==> config.mk <==
export PLATFORM = sky130hd
export DESIGN_NAME = dfs_topological_sort_unit
export DESIGN_NICKNAME = d
export VERILOG_FILES = /design/src/hdl/dfs_pkg.sv /design/src/hdl/dfs_topological_sort_unit.sv /design/src/hdl/dfs_ctrl.sv /design/src/hdl/dfs_dp.sv
export VERILOG_INCLUDE_DIRS = /design/src /design/src/hdl
export SDC_FILE = /design/constraint.sdc
export NUM_CORES = 2
export LEC_CHECK = 0
export CORE_MARGIN = 1.5
export CORE_UTILIZATION = 46
export DETAILED_ROUTE_END_ITERATION = 10
export DONT_BUFFER_PORTS = 1
export GPL_ROUTABILITY_DRIVEN = 0
export PLACE_DENSITY_LB_ADDON = 0.2
export SLEW_MARGIN = 20
export SYNTH_ARGS = -nofsm -noshare
export SYNTH_HDL_FRONTEND = slang
export SYNTH_SLANG_ARGS = --single-unit
export TNS_END_PERCENT = 20
==> constraint.sdc <==
create_clock -name i_clk -period 9.09 [get_ports i_clk]
set_clock_uncertainty 0.15 [all_clocks]
set_input_delay 0.4545 -clock i_clk [delete_from_list [all_inputs] [get_ports i_clk]]
set_output_delay 0.4545 -clock i_clk [all_outputs]
set_load 0.05 [all_outputs]
==> src/hdl/dfs_topological_sort_unit_macros.svh <==
// Assertion helpers for the sorter.
`ifndef DFS_TOPOLOGICAL_SORT_UNIT_MACROS_SVH
`define DFS_TOPOLOGICAL_SORT_UNIT_MACROS_SVH
// Implication checked on every clock, disabled in reset.
`define DFS_ASSERT_IMP(lbl, clk, rst_n, a, c) \
    lbl: assert property (@(posedge clk) disable iff (!rst_n) (a) |-> (c)) \
        else $error("assertion failed");
// Next-cycle implication.
`define DFS_ASSERT_NXT(lbl, clk, rst_n, a, c) \
    lbl: assert property (@(posedge clk) disable iff (!rst_n) (a) |=> (c)) \
        else $error("assertion failed");
`endif

==> src/hdl/dfs_pkg.sv <==
package dfs_pkg;
    typedef enum logic [1:0] {
        REQ_EDGE = 2'd0,
        REQ_VERTEX = 2'd1,
        REQ_SORT = 2'd2,
        REQ_NONE = 2'd3
    } t_req;

    typedef enum logic [1:0] {
        KIND_VERTEX = 2'd0,
        KIND_BACK = 2'd1,
        KIND_FULL = 2'd2,
        KIND_ABORT = 2'd3
    } t_kind;

    typedef enum logic [1:0] {
        COL_WHITE = 2'd0,
        COL_GRAY = 2'd1,
        COL_BLACK = 2'd2
    } t_color;

    typedef enum logic [3:0] {
        ST_IDLE,
        ST_ROOT,     // pick next root vertex
        ST_SCAN,     // read edge at frame pos
        ST_EDGE,     // examine read edge
        ST_EMIT,     // output finish order in reverse
        ST_CLEAR
    } t_state;

    // controller -> datapath
    typedef struct packed {
        logic load;       // accept a load request
        logic sort_init;  // reset colors and counters
        logic root_step;  // advance / start root
        logic scan_rd;    // issue edge read
        logic edge_step;  // handle edge result
        logic emit_step;  // emit one vertex
        logic clear;      // clear graph
    } t_cmd;

    // datapath -> controller
    typedef struct packed {
        logic roots_done;
        logic root_white;
        logic stack_empty;
        logic aborted;
        logic emit_done;
    } t_sts;
endpackage

==> src/hdl/dfs_topological_sort_unit.sv <==
// DFS topological sorter with cycle detection.
// Input: start with i_req_type/i_from_key/i_to_key, taken when busy is
// low. A full table returns one KIND_FULL item the next cycle. A sort runs
// a depth-first walk: each visited vertex scans the whole edge list,
// reading each edge in ST_SCAN and examining it in ST_EDGE, with a ST_ROOT
// step per root slot, then emits the sorted vertices in ST_EMIT and clears
// the graph in ST_CLEAR. busy stays high throughout. The edge memory read
// port, a registered read, sets the walk speed.
// Output: o_valid strobes one item per cycle; the receiver cannot stall, so
// every item is shown exactly once. o_last marks the final item of a request.
// Back edges are reported as found; in abort mode the first back edge ends
// the sort with one abort item. After a sort the graph is empty.
// Config: i_cfg_valid/o_cfg_ready write abort_on_cycle; ready is always high.
// Reset (synchronous, i_rst_n low) empties the graph and clears the mode.
// No clearing pass follows reset.
module dfs_topological_sort_unit #(
    parameter int MAX_VERTICES = 16,
    parameter int MAX_EDGES = 32,
    parameter int KEY_BITS = 16
) (
    input  logic                i_clk,
    input  logic                i_rst_n,
    input  logic                start,
    output logic                busy,
    input  logic [1:0]          i_req_type,
    input  logic [KEY_BITS-1:0] i_from_key,
    input  logic [KEY_BITS-1:0] i_to_key,
    input  logic                i_cfg_valid,
    output logic                o_cfg_ready,
    input  logic                i_cfg_data,
    output logic                o_valid,
    output logic [1:0]          o_kind,
    output logic [15:0]         o_first_key,
    output logic [15:0]         o_second_key,
    output logic                o_last
);
    import dfs_pkg::*;

    t_cmd w_cmd;
    t_sts w_sts;
    logic r_abort_mode;

    assign o_cfg_ready = 1'b1;
    always_ff @(posedge i_clk) begin
        if (!i_rst_n) begin
            r_abort_mode <= 1'b0;
        end else if (i_cfg_valid) begin
            r_abort_mode <= i_cfg_data;
        end
    end

    dfs_ctrl u_ctrl (
        .i_clk(i_clk), .i_rst_n(i_rst_n), .i_start(start),
        .i_req_type(i_req_type), .i_sts(w_sts), .o_cmd(w_cmd), .o_busy(busy)
    );

    dfs_dp #(
        .MAX_VERTICES(MAX_VERTICES), .MAX_EDGES(MAX_EDGES), .KEY_BITS(KEY_BITS)
    ) u_dp (
        .i_clk(i_clk), .i_rst_n(i_rst_n), .i_abort_on_cycle(r_abort_mode),
        .i_req_type(i_req_type), .i_from_key(i_from_key), .i_to_key(i_to_key),
        .i_cmd(w_cmd), .o_sts(w_sts), .o_valid(o_valid), .o_kind(o_kind),
        .o_first_key(o_first_key), .o_second_key(o_second_key), .o_last(o_last)
    );
endmodule

==> src/hdl/dfs_ctrl.sv <==
module dfs_ctrl (
    input  logic          i_clk,
    input  logic          i_rst_n,
    input  logic          i_start,
    input  logic [1:0]    i_req_type,
    input  dfs_pkg::t_sts i_sts,
    output dfs_pkg::t_cmd o_cmd,
    output logic          o_busy
);
    import dfs_pkg::*;

    t_state r_state, n_state;

    always_ff @(posedge i_clk) begin
        if (!i_rst_n) begin
            r_state <= ST_IDLE;
        end else begin
            r_state <= n_state;
        end
    end

    always_comb begin
        n_state = r_state;
        case (r_state)
            ST_IDLE: begin
                if (i_start && i_req_type == REQ_SORT) n_state = ST_ROOT;
            end
            ST_ROOT: begin
                if (i_sts.roots_done) n_state = ST_EMIT;
                else if (i_sts.root_white) n_state = ST_SCAN;
            end
            ST_SCAN: n_state = ST_EDGE;
            ST_EDGE: begin
                if (i_sts.aborted) n_state = ST_CLEAR;
                else if (i_sts.stack_empty) n_state = ST_ROOT;
                else n_state = ST_SCAN;
            end
            ST_EMIT: begin
                if (i_sts.emit_done) n_state = ST_CLEAR;
            end
            ST_CLEAR: n_state = ST_IDLE;
            default: n_state = ST_IDLE;
        endcase
    end

    always_comb begin
        o_cmd = '0;
        o_busy = 1'b1;
        case (r_state)
            ST_IDLE: begin
                o_busy = 1'b0;
                o_cmd.load = i_start && i_req_type != REQ_SORT;
                o_cmd.sort_init = i_start && i_req_type == REQ_SORT;
            end
            ST_ROOT: o_cmd.root_step = 1'b1;
            ST_SCAN: o_cmd.scan_rd = 1'b1;
            ST_EDGE: o_cmd.edge_step = 1'b1;
            ST_EMIT: o_cmd.emit_step = 1'b1;
            ST_CLEAR: o_cmd.clear = 1'b1;
            default: o_busy = 1'b1;
        endcase
    end
endmodule

==> src/hdl/dfs_dp.sv <==
`include "dfs_topological_sort_unit_macros.svh"
module dfs_dp #(
    parameter int MAX_VERTICES = 16,
    parameter int MAX_EDGES = 32,
    parameter int KEY_BITS = 16
) (
    input  logic                i_clk,
    input  logic                i_rst_n,
    input  logic                i_abort_on_cycle,
    input  logic [1:0]          i_req_type,
    input  logic [KEY_BITS-1:0] i_from_key,
    input  logic [KEY_BITS-1:0] i_to_key,
    input  dfs_pkg::t_cmd       i_cmd,
    output dfs_pkg::t_sts       o_sts,
    output logic                o_valid,
    output logic [1:0]          o_kind,
    output logic [15:0]         o_first_key,
    output logic [15:0]         o_second_key,
    output logic                o_last
);
    import dfs_pkg::*;

    localparam int VB = (MAX_VERTICES > 1) ? $clog2(MAX_VERTICES) : 1;
    localparam int EB = (MAX_EDGES > 1) ? $clog2(MAX_EDGES) : 1;
    localparam int VC = $clog2(MAX_VERTICES + 1);
    localparam int EC = $clog2(MAX_EDGES + 1);

    // vertex keys sit in flops for the parallel compare
    logic [KEY_BITS-1:0] r_keys [MAX_VERTICES];
    logic [VC-1:0]       r_vcnt;
    logic [EC-1:0]       r_ecnt;
    logic [1:0]          r_color [MAX_VERTICES];
    logic [VB-1:0]       r_stk_v [MAX_VERTICES];
    logic [EC-1:0]       r_stk_p [MAX_VERTICES];
    logic [VB-1:0]       r_fin [MAX_VERTICES];
    logic [VC-1:0]       r_sp, r_nfin, r_root;
    logic                r_abort;
    // edge memory, registered read
    logic [2*VB-1:0]     r_emem [MAX_EDGES];
    logic [2*VB-1:0]     r_erd;
    logic                r_epast;  // scanned past last edge

    logic                r_valid, r_last;
    logic [1:0]          r_kind;
    logic [15:0]         r_k1, r_k2;

    // parallel compare
    logic            a_hit, b_hit;
    logic [VB-1:0]   a_idx, b_idx;
    always_comb begin
        a_hit = 1'b0; b_hit = 1'b0; a_idx = '0; b_idx = '0;
        for (int i = 0; i < MAX_VERTICES; i++) begin
            if (VC'(i) < r_vcnt && r_keys[i] == i_from_key && !a_hit) begin
                a_hit = 1'b1; a_idx = VB'(i);
            end
            if (VC'(i) < r_vcnt && r_keys[i] == i_to_key && !b_hit) begin
                b_hit = 1'b1; b_idx = VB'(i);
            end
        end
    end

    logic          same;
    logic [1:0]    need;
    logic          e_full, v_full;
    assign same = i_from_key == i_to_key;
    assign need = {1'b0, !a_hit} + {1'b0, !b_hit && !(!a_hit && same)};
    assign e_full = ({1'b0, r_vcnt} + {{VC-1{1'b0}}, need} > (VC+1)'(MAX_VERTICES))
                    || r_ecnt >= EC'(MAX_EDGES);
    assign v_full = r_vcnt >= VC'(MAX_VERTICES);

    logic [VB-1:0] top_v, e_src, e_dst, sp_idx;
    logic [EC-1:0] top_p;
    assign sp_idx = VB'(r_sp - 1'b1);
    assign top_v = r_stk_v[sp_idx];
    assign top_p = r_stk_p[sp_idx];
    assign e_src = r_erd[2*VB-1:VB];
    assign e_dst = r_erd[VB-1:0];

    logic [VB-1:0] fin_idx;
    assign fin_idx = VB'(r_nfin - 1'b1);

    assign o_sts.roots_done  = r_root >= r_vcnt || r_abort;
    assign o_sts.root_white  = r_root < r_vcnt && r_color[VB'(r_root)] == COL_WHITE;
    assign o_sts.stack_empty = r_sp == '0 || (r_sp == VC'(1) && r_epast);
    assign o_sts.aborted     = r_abort || (!r_epast && e_src == top_v
        && r_color[e_dst] == COL_GRAY && i_abort_on_cycle);
    assign o_sts.emit_done   = r_nfin <= VC'(1) || r_abort;

    always_ff @(posedge i_clk) begin
        if (i_cmd.scan_rd) begin
            r_erd   <= r_emem[EB'(top_p)];
            r_epast <= top_p >= r_ecnt;
        end
        if (i_cmd.load && i_req_type == REQ_EDGE && !e_full)
            r_emem[EB'(r_ecnt)] <= {a_hit ? a_idx : VB'(r_vcnt),
                (b_hit ? b_idx : (same ? (a_hit ? a_idx : VB'(r_vcnt))
                                       : VB'(r_vcnt + VC'(!a_hit))))};
    end

    always_ff @(posedge i_clk) begin
        if (!i_rst_n) begin
            r_vcnt <= '0; r_ecnt <= '0; r_valid <= 1'b0;
            r_sp <= '0; r_nfin <= '0; r_root <= '0; r_abort <= 1'b0;
            for (int i = 0; i < MAX_VERTICES; i++) r_color[i] <= COL_WHITE;
        end else begin
            r_valid <= 1'b0;
            if (i_cmd.load) begin
                if (i_req_type == REQ_EDGE) begin
                    if (e_full) begin
                        r_valid <= 1'b1; r_kind <= KIND_FULL; r_last <= 1'b1;
                        r_k1 <= '0; r_k2 <= '0;
                    end else begin
                        if (!a_hit) r_keys[VB'(r_vcnt)] <= i_from_key;
                        if (!b_hit && !same)
                            r_keys[VB'(r_vcnt + VC'(!a_hit))] <= i_to_key;
                        r_vcnt <= r_vcnt + VC'(need);
                        r_ecnt <= r_ecnt + 1'b1;
                    end
                end else if (i_req_type == REQ_VERTEX && !a_hit) begin
                    if (v_full) begin
                        r_valid <= 1'b1; r_kind <= KIND_FULL; r_last <= 1'b1;
                        r_k1 <= '0; r_k2 <= '0;
                    end else begin
                        r_keys[VB'(r_vcnt)] <= i_from_key;
                        r_vcnt <= r_vcnt + 1'b1;
                    end
                end
            end
            if (i_cmd.sort_init) begin
                r_sp <= '0; r_nfin <= '0; r_root <= '0; r_abort <= 1'b0;
                for (int i = 0; i < MAX_VERTICES; i++) r_color[i] <= COL_WHITE;
            end
            if (i_cmd.root_step && !o_sts.roots_done) begin
                r_root <= r_root + 1'b1;
                if (o_sts.root_white) begin
                    r_color[VB'(r_root)] <= COL_GRAY;
                    r_stk_v[0] <= VB'(r_root);
                    r_stk_p[0] <= '0;
                    r_sp <= VC'(1);
                end
            end
            if (i_cmd.edge_step) begin
                if (r_epast) begin
                    r_color[top_v] <= COL_BLACK;
                    r_fin[VB'(r_nfin)] <= top_v;
                    r_nfin <= r_nfin + 1'b1;
                    r_sp <= r_sp - 1'b1;
                end else if (e_src != top_v) begin
                    r_stk_p[sp_idx] <= top_p + 1'b1;
                end else begin
                    r_stk_p[sp_idx] <= top_p + 1'b1;
                    if (r_color[e_dst] == COL_WHITE) begin
                        r_color[e_dst] <= COL_GRAY;
                        r_stk_v[VB'(r_sp)] <= e_dst;
                        r_stk_p[VB'(r_sp)] <= '0;
                        r_sp <= r_sp + 1'b1;
                    end else if (r_color[e_dst] == COL_GRAY) begin
                        r_valid <= 1'b1;
                        r_k1 <= 16'(r_keys[top_v]);
                        r_k2 <= 16'(r_keys[e_dst]);
                        if (i_abort_on_cycle) begin
                            r_kind <= KIND_ABORT; r_last <= 1'b1; r_abort <= 1'b1;
                        end else begin
                            r_kind <= KIND_BACK;
                            r_last <= r_vcnt == '0;
                        end
                    end
                end
            end
            if (i_cmd.emit_step && !r_abort && r_nfin != '0) begin
                r_valid <= 1'b1; r_kind <= KIND_VERTEX;
                r_k1 <= 16'(r_keys[r_fin[fin_idx]]); r_k2 <= '0;
                r_last <= r_nfin == VC'(1);
                r_nfin <= r_nfin - 1'b1;
            end
            if (i_cmd.clear) begin
                r_vcnt <= '0; r_ecnt <= '0; r_nfin <= '0;
                for (int i = 0; i < MAX_VERTICES; i++) r_color[i] <= COL_WHITE;
            end
        end
    end

    assign o_valid = r_valid;
    assign o_kind = r_kind;
    assign o_first_key = r_k1;
    assign o_second_key = r_k2;
    assign o_last = r_last;

    `DFS_ASSERT_IMP(a_sp_range, i_clk, i_rst_n, 1'b1, r_sp <= VC'(MAX_VERTICES))
    `DFS_ASSERT_IMP(a_fin_range, i_clk, i_rst_n, 1'b1, r_nfin <= r_vcnt || r_vcnt == '0)
    `DFS_ASSERT_NXT(a_clear, i_clk, i_rst_n, i_cmd.clear, r_vcnt == '0 && r_ecnt == '0)
endmodule

* Word-level counts from Yosys, hierarchy flattened *
Memories as Yosys holds them, arrays and structs flattened. A register that Yosys moved wholly into a read port is not among the register bits.
Index checks and enable logic that the tools add are counted.

cells by class
  $add $sub $neg = 12
  multipliers = 0
  div/mod/pow operators = 0
  magnitude comparators = 23
  equality and inequality tests = 51
  shift operators = 0
  mux-type cells = 260
  bitwise operators = 36
  reduce and logical (&&, ||, !) cells = 139

operators by type and width
  kind                                                 count
  equality test 16 bit                                 33
  two-way mux 16 bit                                   22
  two-way mux 4 bit                                    32
  two-way mux 1 bit                                    126
  two-way mux 2 bit                                    52
  two-way mux 5 bit                                    17
  logical AND 1 bit                                    78
  < comparator 4 x 5 -> 1 bit, first input constant    8
  logical NOT 1 bit                                    38
  OR 1 bit                                             34
  two-way mux 3 bit                                    8
  adder 5 x 1 -> 5 bit, second input constant          4
  < comparator 3 x 5 -> 1 bit, first input constant    4
  case mux 4 bit (5 select lines)                      1
  adder 6 x 1 -> 6 bit, second input constant          2
  two-way mux 6 bit                                    2
  equality test 5 x 1 -> 1 bit, second input constant  2
  logical NOT 5 bit                                    2
  < comparator 1 x 5 -> 1 bit, first input constant    2
  < comparator 2 x 5 -> 1 bit, first input constant    2
  subtractor 5 x 1 -> 5 bit, second input constant     2
  equality test 4 x 2 -> 1 bit, second input constant  2
  equality test 4 x 3 -> 1 bit, second input constant  2
  OR reduction 2 bit                                   4
  other kinds (29)                                     42

word-level totals
  flip-flop bits (word level) = 69
  bits in latches = 0
  RAM bits = 768
  ROM bits = 0
  memories kept = 6

memory list
  memory        words  bits a word  rd ports  clocked after Yosys merged registers in  wr ports  line          RTL
  u_dp.r_emem   32     8            1         1                                        1         dfs_dp.sv:39  logic [2*VB-1:0] r_emem [MAX_EDGES];
  u_dp.r_keys   16     16           19        0                                        2         dfs_dp.sv:29  logic [KEY_BITS-1:0] r_keys [MAX_VERTICES];
  u_dp.r_stk_p  16     6            1         0                                        2         dfs_dp.sv:34  logic [EC-1:0] r_stk_p [MAX_VERTICES];
  u_dp.r_fin    16     4            1         0                                        1         dfs_dp.sv:35  logic [VB-1:0] r_fin [MAX_VERTICES];
  u_dp.r_stk_v  16     4            1         0                                        1         dfs_dp.sv:33  logic [VB-1:0] r_stk_v [MAX_VERTICES];
  u_dp.r_color  16     2            2         1                                        16        dfs_dp.sv:32  logic [1:0] r_color [MAX_VERTICES];

* Depth between registers and ports, before layout *
An unclocked memory read counts as a cell.

  word-level depth = 66
  mapped depth = 24
  depth with buffers taken out = 21

* Modules after synthesis *
Synthesis repeated with hierarchy kept, for this count alone.

unflattened totals
  cells, all modules = 4588
  area, all modules = 51719.6 um^2

by module, submodules not included
  module                     instances  cells each  area an instance (um^2)
  dfs_dp                     1          4549        51420.6
  dfs_ctrl                   1          34          251.5
  dfs_topological_sort_unit  1          5           47.5

* Worst setup path after synthesis *
No wires, ideal clock.

  path kind = input -> register
  start = input port i_to_key[11]
  end = memory u_dp.r_keys[10][0], enable pin
  data arrival time = 5990 ps
  path slack = 2539 ps
  cell stages on the path = 20
  path buffers = 3
  cells stage by stage = buf_2 > buf_4 > buf_4 > xor2_1 > nor3_1 > nor4_1 > nand4_2 > or2_2 > a21oi_1 > ha_1 > ha_1 > fa_1 > nor2_1 > nand3b_1 > a21oi_1 > o2111ai_1 > a21oi_1 > or3b_2 > or3_1 > o21ai_0

RTL lines
  element      line                             RTL
  from (decl)  dfs_topological_sort_unit.sv:27  input logic [KEY_BITS-1:0] i_to_key,
  to (decl)    dfs_dp.sv:29

==> impl_summary.txt <==
----------------------------------------------------
[Drt]
  Pre-antenna DRT Iters ... 7
  Remaining antenna violation count after routing ... 0
  Remaining routing DRC violations ... 0
  Via count ... around 38k
  WL final ... ~200,000 um
  Via count normalized by instance count ... 6.92
  Initial DRC count ... roughly 6.6k
  Average detailed-routed wire length per instance ... about 37 um

[STA]
  Setup TNS Final ... 0 ns
  Hold Violations, Final ... 0
  RSZ-0062 raised after global routing ... false
  Max-slew violations ... 0
  Slew at the pin with the worst max-slew slack ... 1.26 ns
  Max frequency ... 121 MHz
  Setup Viol. Count Final ... 0
  Rel. slew slack ... roughly 15%
  Final critical-path share of the clock period ... 91.3%
  Minimum period implied by the final worst setup slack ... around 8.3 ns

[Synthesis]
  Async S/R FF share, synth ... 0%
  Post-Syn Area ... roughly 0.05 sq mm
  Number of enable flip-flop cells after synthesis ... ~720
  Syn_nets ... 4,143
  Count of cell types in the netlist ... 85
  Post-synthesis sequential area ratio ... 47.6%
  Ys Warns ... 0
  Main synth FF type ... sky130_fd_sc_hd__edfxtp_1
  Post-Syn Instances ... 4,069
  Flops & latches, synth ... roughly 850
  Syn_area_per_cell ... between 10 and 15 sq um

[Finish]
  Total number of nets in the final design ... between 3k and 4k
  Post-route standard cell area excluding fillers ... approximately 0.056 sq mm
  Proportion of layout cells with a drive suffix above 1 ... 20.6%
  Number of cells in the finished layout apart from fillers ... approximately 5.5k
  Top library cells by usage in the layout, fill and taps aside ... sky130_fd_sc_hd__edfxtp_1 (716), sky130_fd_sc_hd__xnor2_1 (341), sky130_fd_sc_hd__mux2i_1 (319)
  Most common cell after layout, fill and taps aside ... sky130_fd_sc_hd__edfxtp_1
  Area Growth Syn to Fin ... 9.41%

[Die]
  Site row count ... roughly 120
  Die Area ... about 0.11 sq mm
  I/O pin count ... 77
  Die X-Extent ... 335 um
  Chip height ... 335 um
  Area of the core ... 0.109 sq mm
  Effective utilization at floorplan ... 46.5%

[Placed design]
  Post-detailed-placement cell area ... about 0.052 sq mm
  DPL Wire Length ... between 100,000 and 150,000 um
  Count of port buffers added during placement ... 0
  Cell count after placement ... around 5.2k

[CTS]
  Clock root cell ... sky130_fd_sc_hd__clkbuf_16
  Post-CTS setup buffers ... 0
  TritonCTS Sinks ... 848
  TritonCTS buffer count ... between 90 and 100
  Clock latency on the worst-skew pair ... around 0.73 ns
  Hold buffer count at cts ... 55
  Deepest level of the CTS H-tree ... 3
  Clock tree from TritonCTS ... done
  Post-cts gate resize count ... 0
  Maximum clock path buffer count ... 3
  Clock transition at the registers of the reported paths ... 0.06 ns

[Run status]
  Status ... complete, no violations

[Global route]
  Gr busiest metal ... met2
  Total track usage ... between 30% and 40%
  Total grt overflow ... 0
  Global-route met3 utilization ... 16.7%
  Maximum number of pins on one net before global-route repair ... between 100 and 150
  First-pass GRT wire length ... roughly 280,000 um
  Global routing met2 resource utilization ... ~47%
  Vias in the first global route ... between 30k and 40k
  Initial antenna violation count ... 27
  Global-route met1 utilization ... 46.6%

[Worst setup path]
  Reg-to-Reg Start ... u_dp.r_vcnt[2]$_SDFFE_PP0P_
  Class of the most critical setup path ... flip-flop to flip-flop
  Crit end category ... flip-flop
  Type of origin of the critical path ... flip-flop
  Depth of the worst register-to-register path ... 20
  Arr. time, crit path ... between 8 and 9 ns
  Highest fanout seen on the critical path ... 17
  Worst endpoint required time ... 9.40 ns
  Timing startpoint of the critical path ... u_dp.r_vcnt[2]$_SDFFE_PP0P_

[Hold path]
  Worst min-delay path class ... input pin to flip-flop
  Hold path startpoint ... i_req_type[1]
  Number of stages on the worst hold path ... 5

[Power and ir drop]
  Maximum VDD drop ... 164 uV
  Pwr dens ... between 150 and 200 mW/mm^2
  Leakage component of the power ... 18.3 nW

[Run]
  Maximum Capacitance Violations ... 0

----------------------------------------------------
path summary, 6_finish.rpt:
| check | slack, ns | to |
|---|---|---|
| worst max-delay path | 0.79 | u_dp.r_keys[12][8]$_DFFE_PP_ |
| worst min register to register | 0.32 | u_dp.r_stk_p[0][5]$_SDFFE_PP0P_ |
| worst min-delay path | 0.03 | u_dp.r_vcnt[3]$_SDFFE_PP0P_ |
| worst max register to register | 0.79 | u_dp.r_keys[12][8]$_DFFE_PP_ |
routing by layer:
layer / vias to the layer above / part of all wire, %
li1: 15100 / -
met1: 18900 / 37
met2: 3199 / 39
met5: - / 0.10
met3: 819 / 16
met4: 16 / 7.1
cell type report:
cell class	instances	area [sq um]
clock inverters	52	594
well taps	1476	1850
repair buffers	127	1440
diodes	18	45.0
multi-input cells	2817	24900
fillers	9386	53600
inverters	34	128
clock buffers	120	2480
flip-flops and latches	848	24100
stage by stage:
stage | setup WS (ns) | hold slack (ns) | utilization [%] | total power, mW
6_report | 0.792 | 0.0268 | 50.9 | 10.0
5_1_grt | 0.573 | 0.0440 | 50.8 | 10.2
4_1_cts | 1.18 | 0.00563 | 50.8 | 9.90
3_5_place_dp | 1.43 | 0.303 | 47.2 | 5.94
3_3_place_gp | 1.48 | 0.296 | 47.2 | 5.94
2_1_floorplan | 2.54 | 0.283 | - | 5.60
state kept, by name (all words and copies together) (netlist names), named ones only:
name,flops
u_dp.o_second_key,16
u_dp.r_sp,5
u_dp.r_root,5
r_abort_mode,1
u_dp.r_abort,1
u_dp.o_first_key,16
u_dp.r_fin,64
u_dp.r_ecnt,6
u_dp.r_nfin,5
u_dp.o_kind,2
u_dp.o_valid,1
u_dp.r_stk_v,64
u_dp.r_color,32
u_dp.r_stk_p,96
u_dp.r_epast,1
u_dp.r_emem,256
u_dp.o_last,1
u_dp.r_keys,256
u_dp.r_erd,8
u_ctrl.r_state,3
u_dp.r_vcnt,5
power breakdown:
part	internal, mW	leakage [nW]	switching, mW
Combinational	0.613	9.20	1.18
Sequential	4.25	7.61	0.0925
Clock	2.20	1.48	1.68
cells in the mapped netlist (all sizes together) (87+ instances only):
cell | number | share of area, %
edfxtp | 716 | 42
xnor2 | 341 | 5.9
mux2i | 321 | 6.3
mux2 | 289 | 6.4
nor2 | 258 | 1.9
mux4 | 221 | 9.8
buf | 220 | 2.3
xor2 | 210 | 3.6
clkbuf | 150 | 1.1
nand2 | 142 | 1.1
dfxtp | 132 | 5.2
a21oi | 107 | 1.1
a211oi | 95 | 1.4
o21ai | 90 | 0.89
nand3 | 88 | 0.93
nor3 | 87 | 1.0
critical path, cell delays in order, from the launching register on:
cell and delay (ns):
sky130_fd_sc_hd__dfxtp_1 0.75, sky130_fd_sc_hd__inv_1 0.34, sky130_fd_sc_hd__o21ai_0 0.45, sky130_fd_sc_hd__nand2_1 0.10
sky130_fd_sc_hd__nor4_1 0.74, sky130_fd_sc_hd__nor4_1 0.18, sky130_fd_sc_hd__nand4_2 0.34, sky130_fd_sc_hd__or2_2 0.19
sky130_fd_sc_hd__a21oi_1 0.05, sky130_fd_sc_hd__ha_1 0.35, sky130_fd_sc_hd__ha_1 0.22, sky130_fd_sc_hd__fa_1 0.48
sky130_fd_sc_hd__nor4_1 0.22, sky130_fd_sc_hd__o21ai_0 0.12, sky130_fd_sc_hd__o21ai_0 0.10, sky130_fd_sc_hd__o2111ai_1 0.19
sky130_fd_sc_hd__or4_1 0.70, sky130_fd_sc_hd__nor4_4 0.68, sky130_fd_sc_hd__nand2_1 0.66, sky130_fd_sc_hd__mux2_2 0.47
sky130_fd_sc_hd__dlygate4sd3_1 0.57
logic make-up after synthesis:
logic type | Yosys count | share of synthesized area (%)
AOI/OAI and AO/OA | 478 | 6.36
and+or+nand+nor | 921 | 9.40
other | 1 | 0.00739
buffers and inverters | 404 | 3.71
adders and majority gates | 35 | 0.892
muxes | 831 | 22.5
DFF | 848 | 47.6
xor gates and xnor gates | 551 | 9.52
No activity file was read; power rests on OpenSTA's default activity.
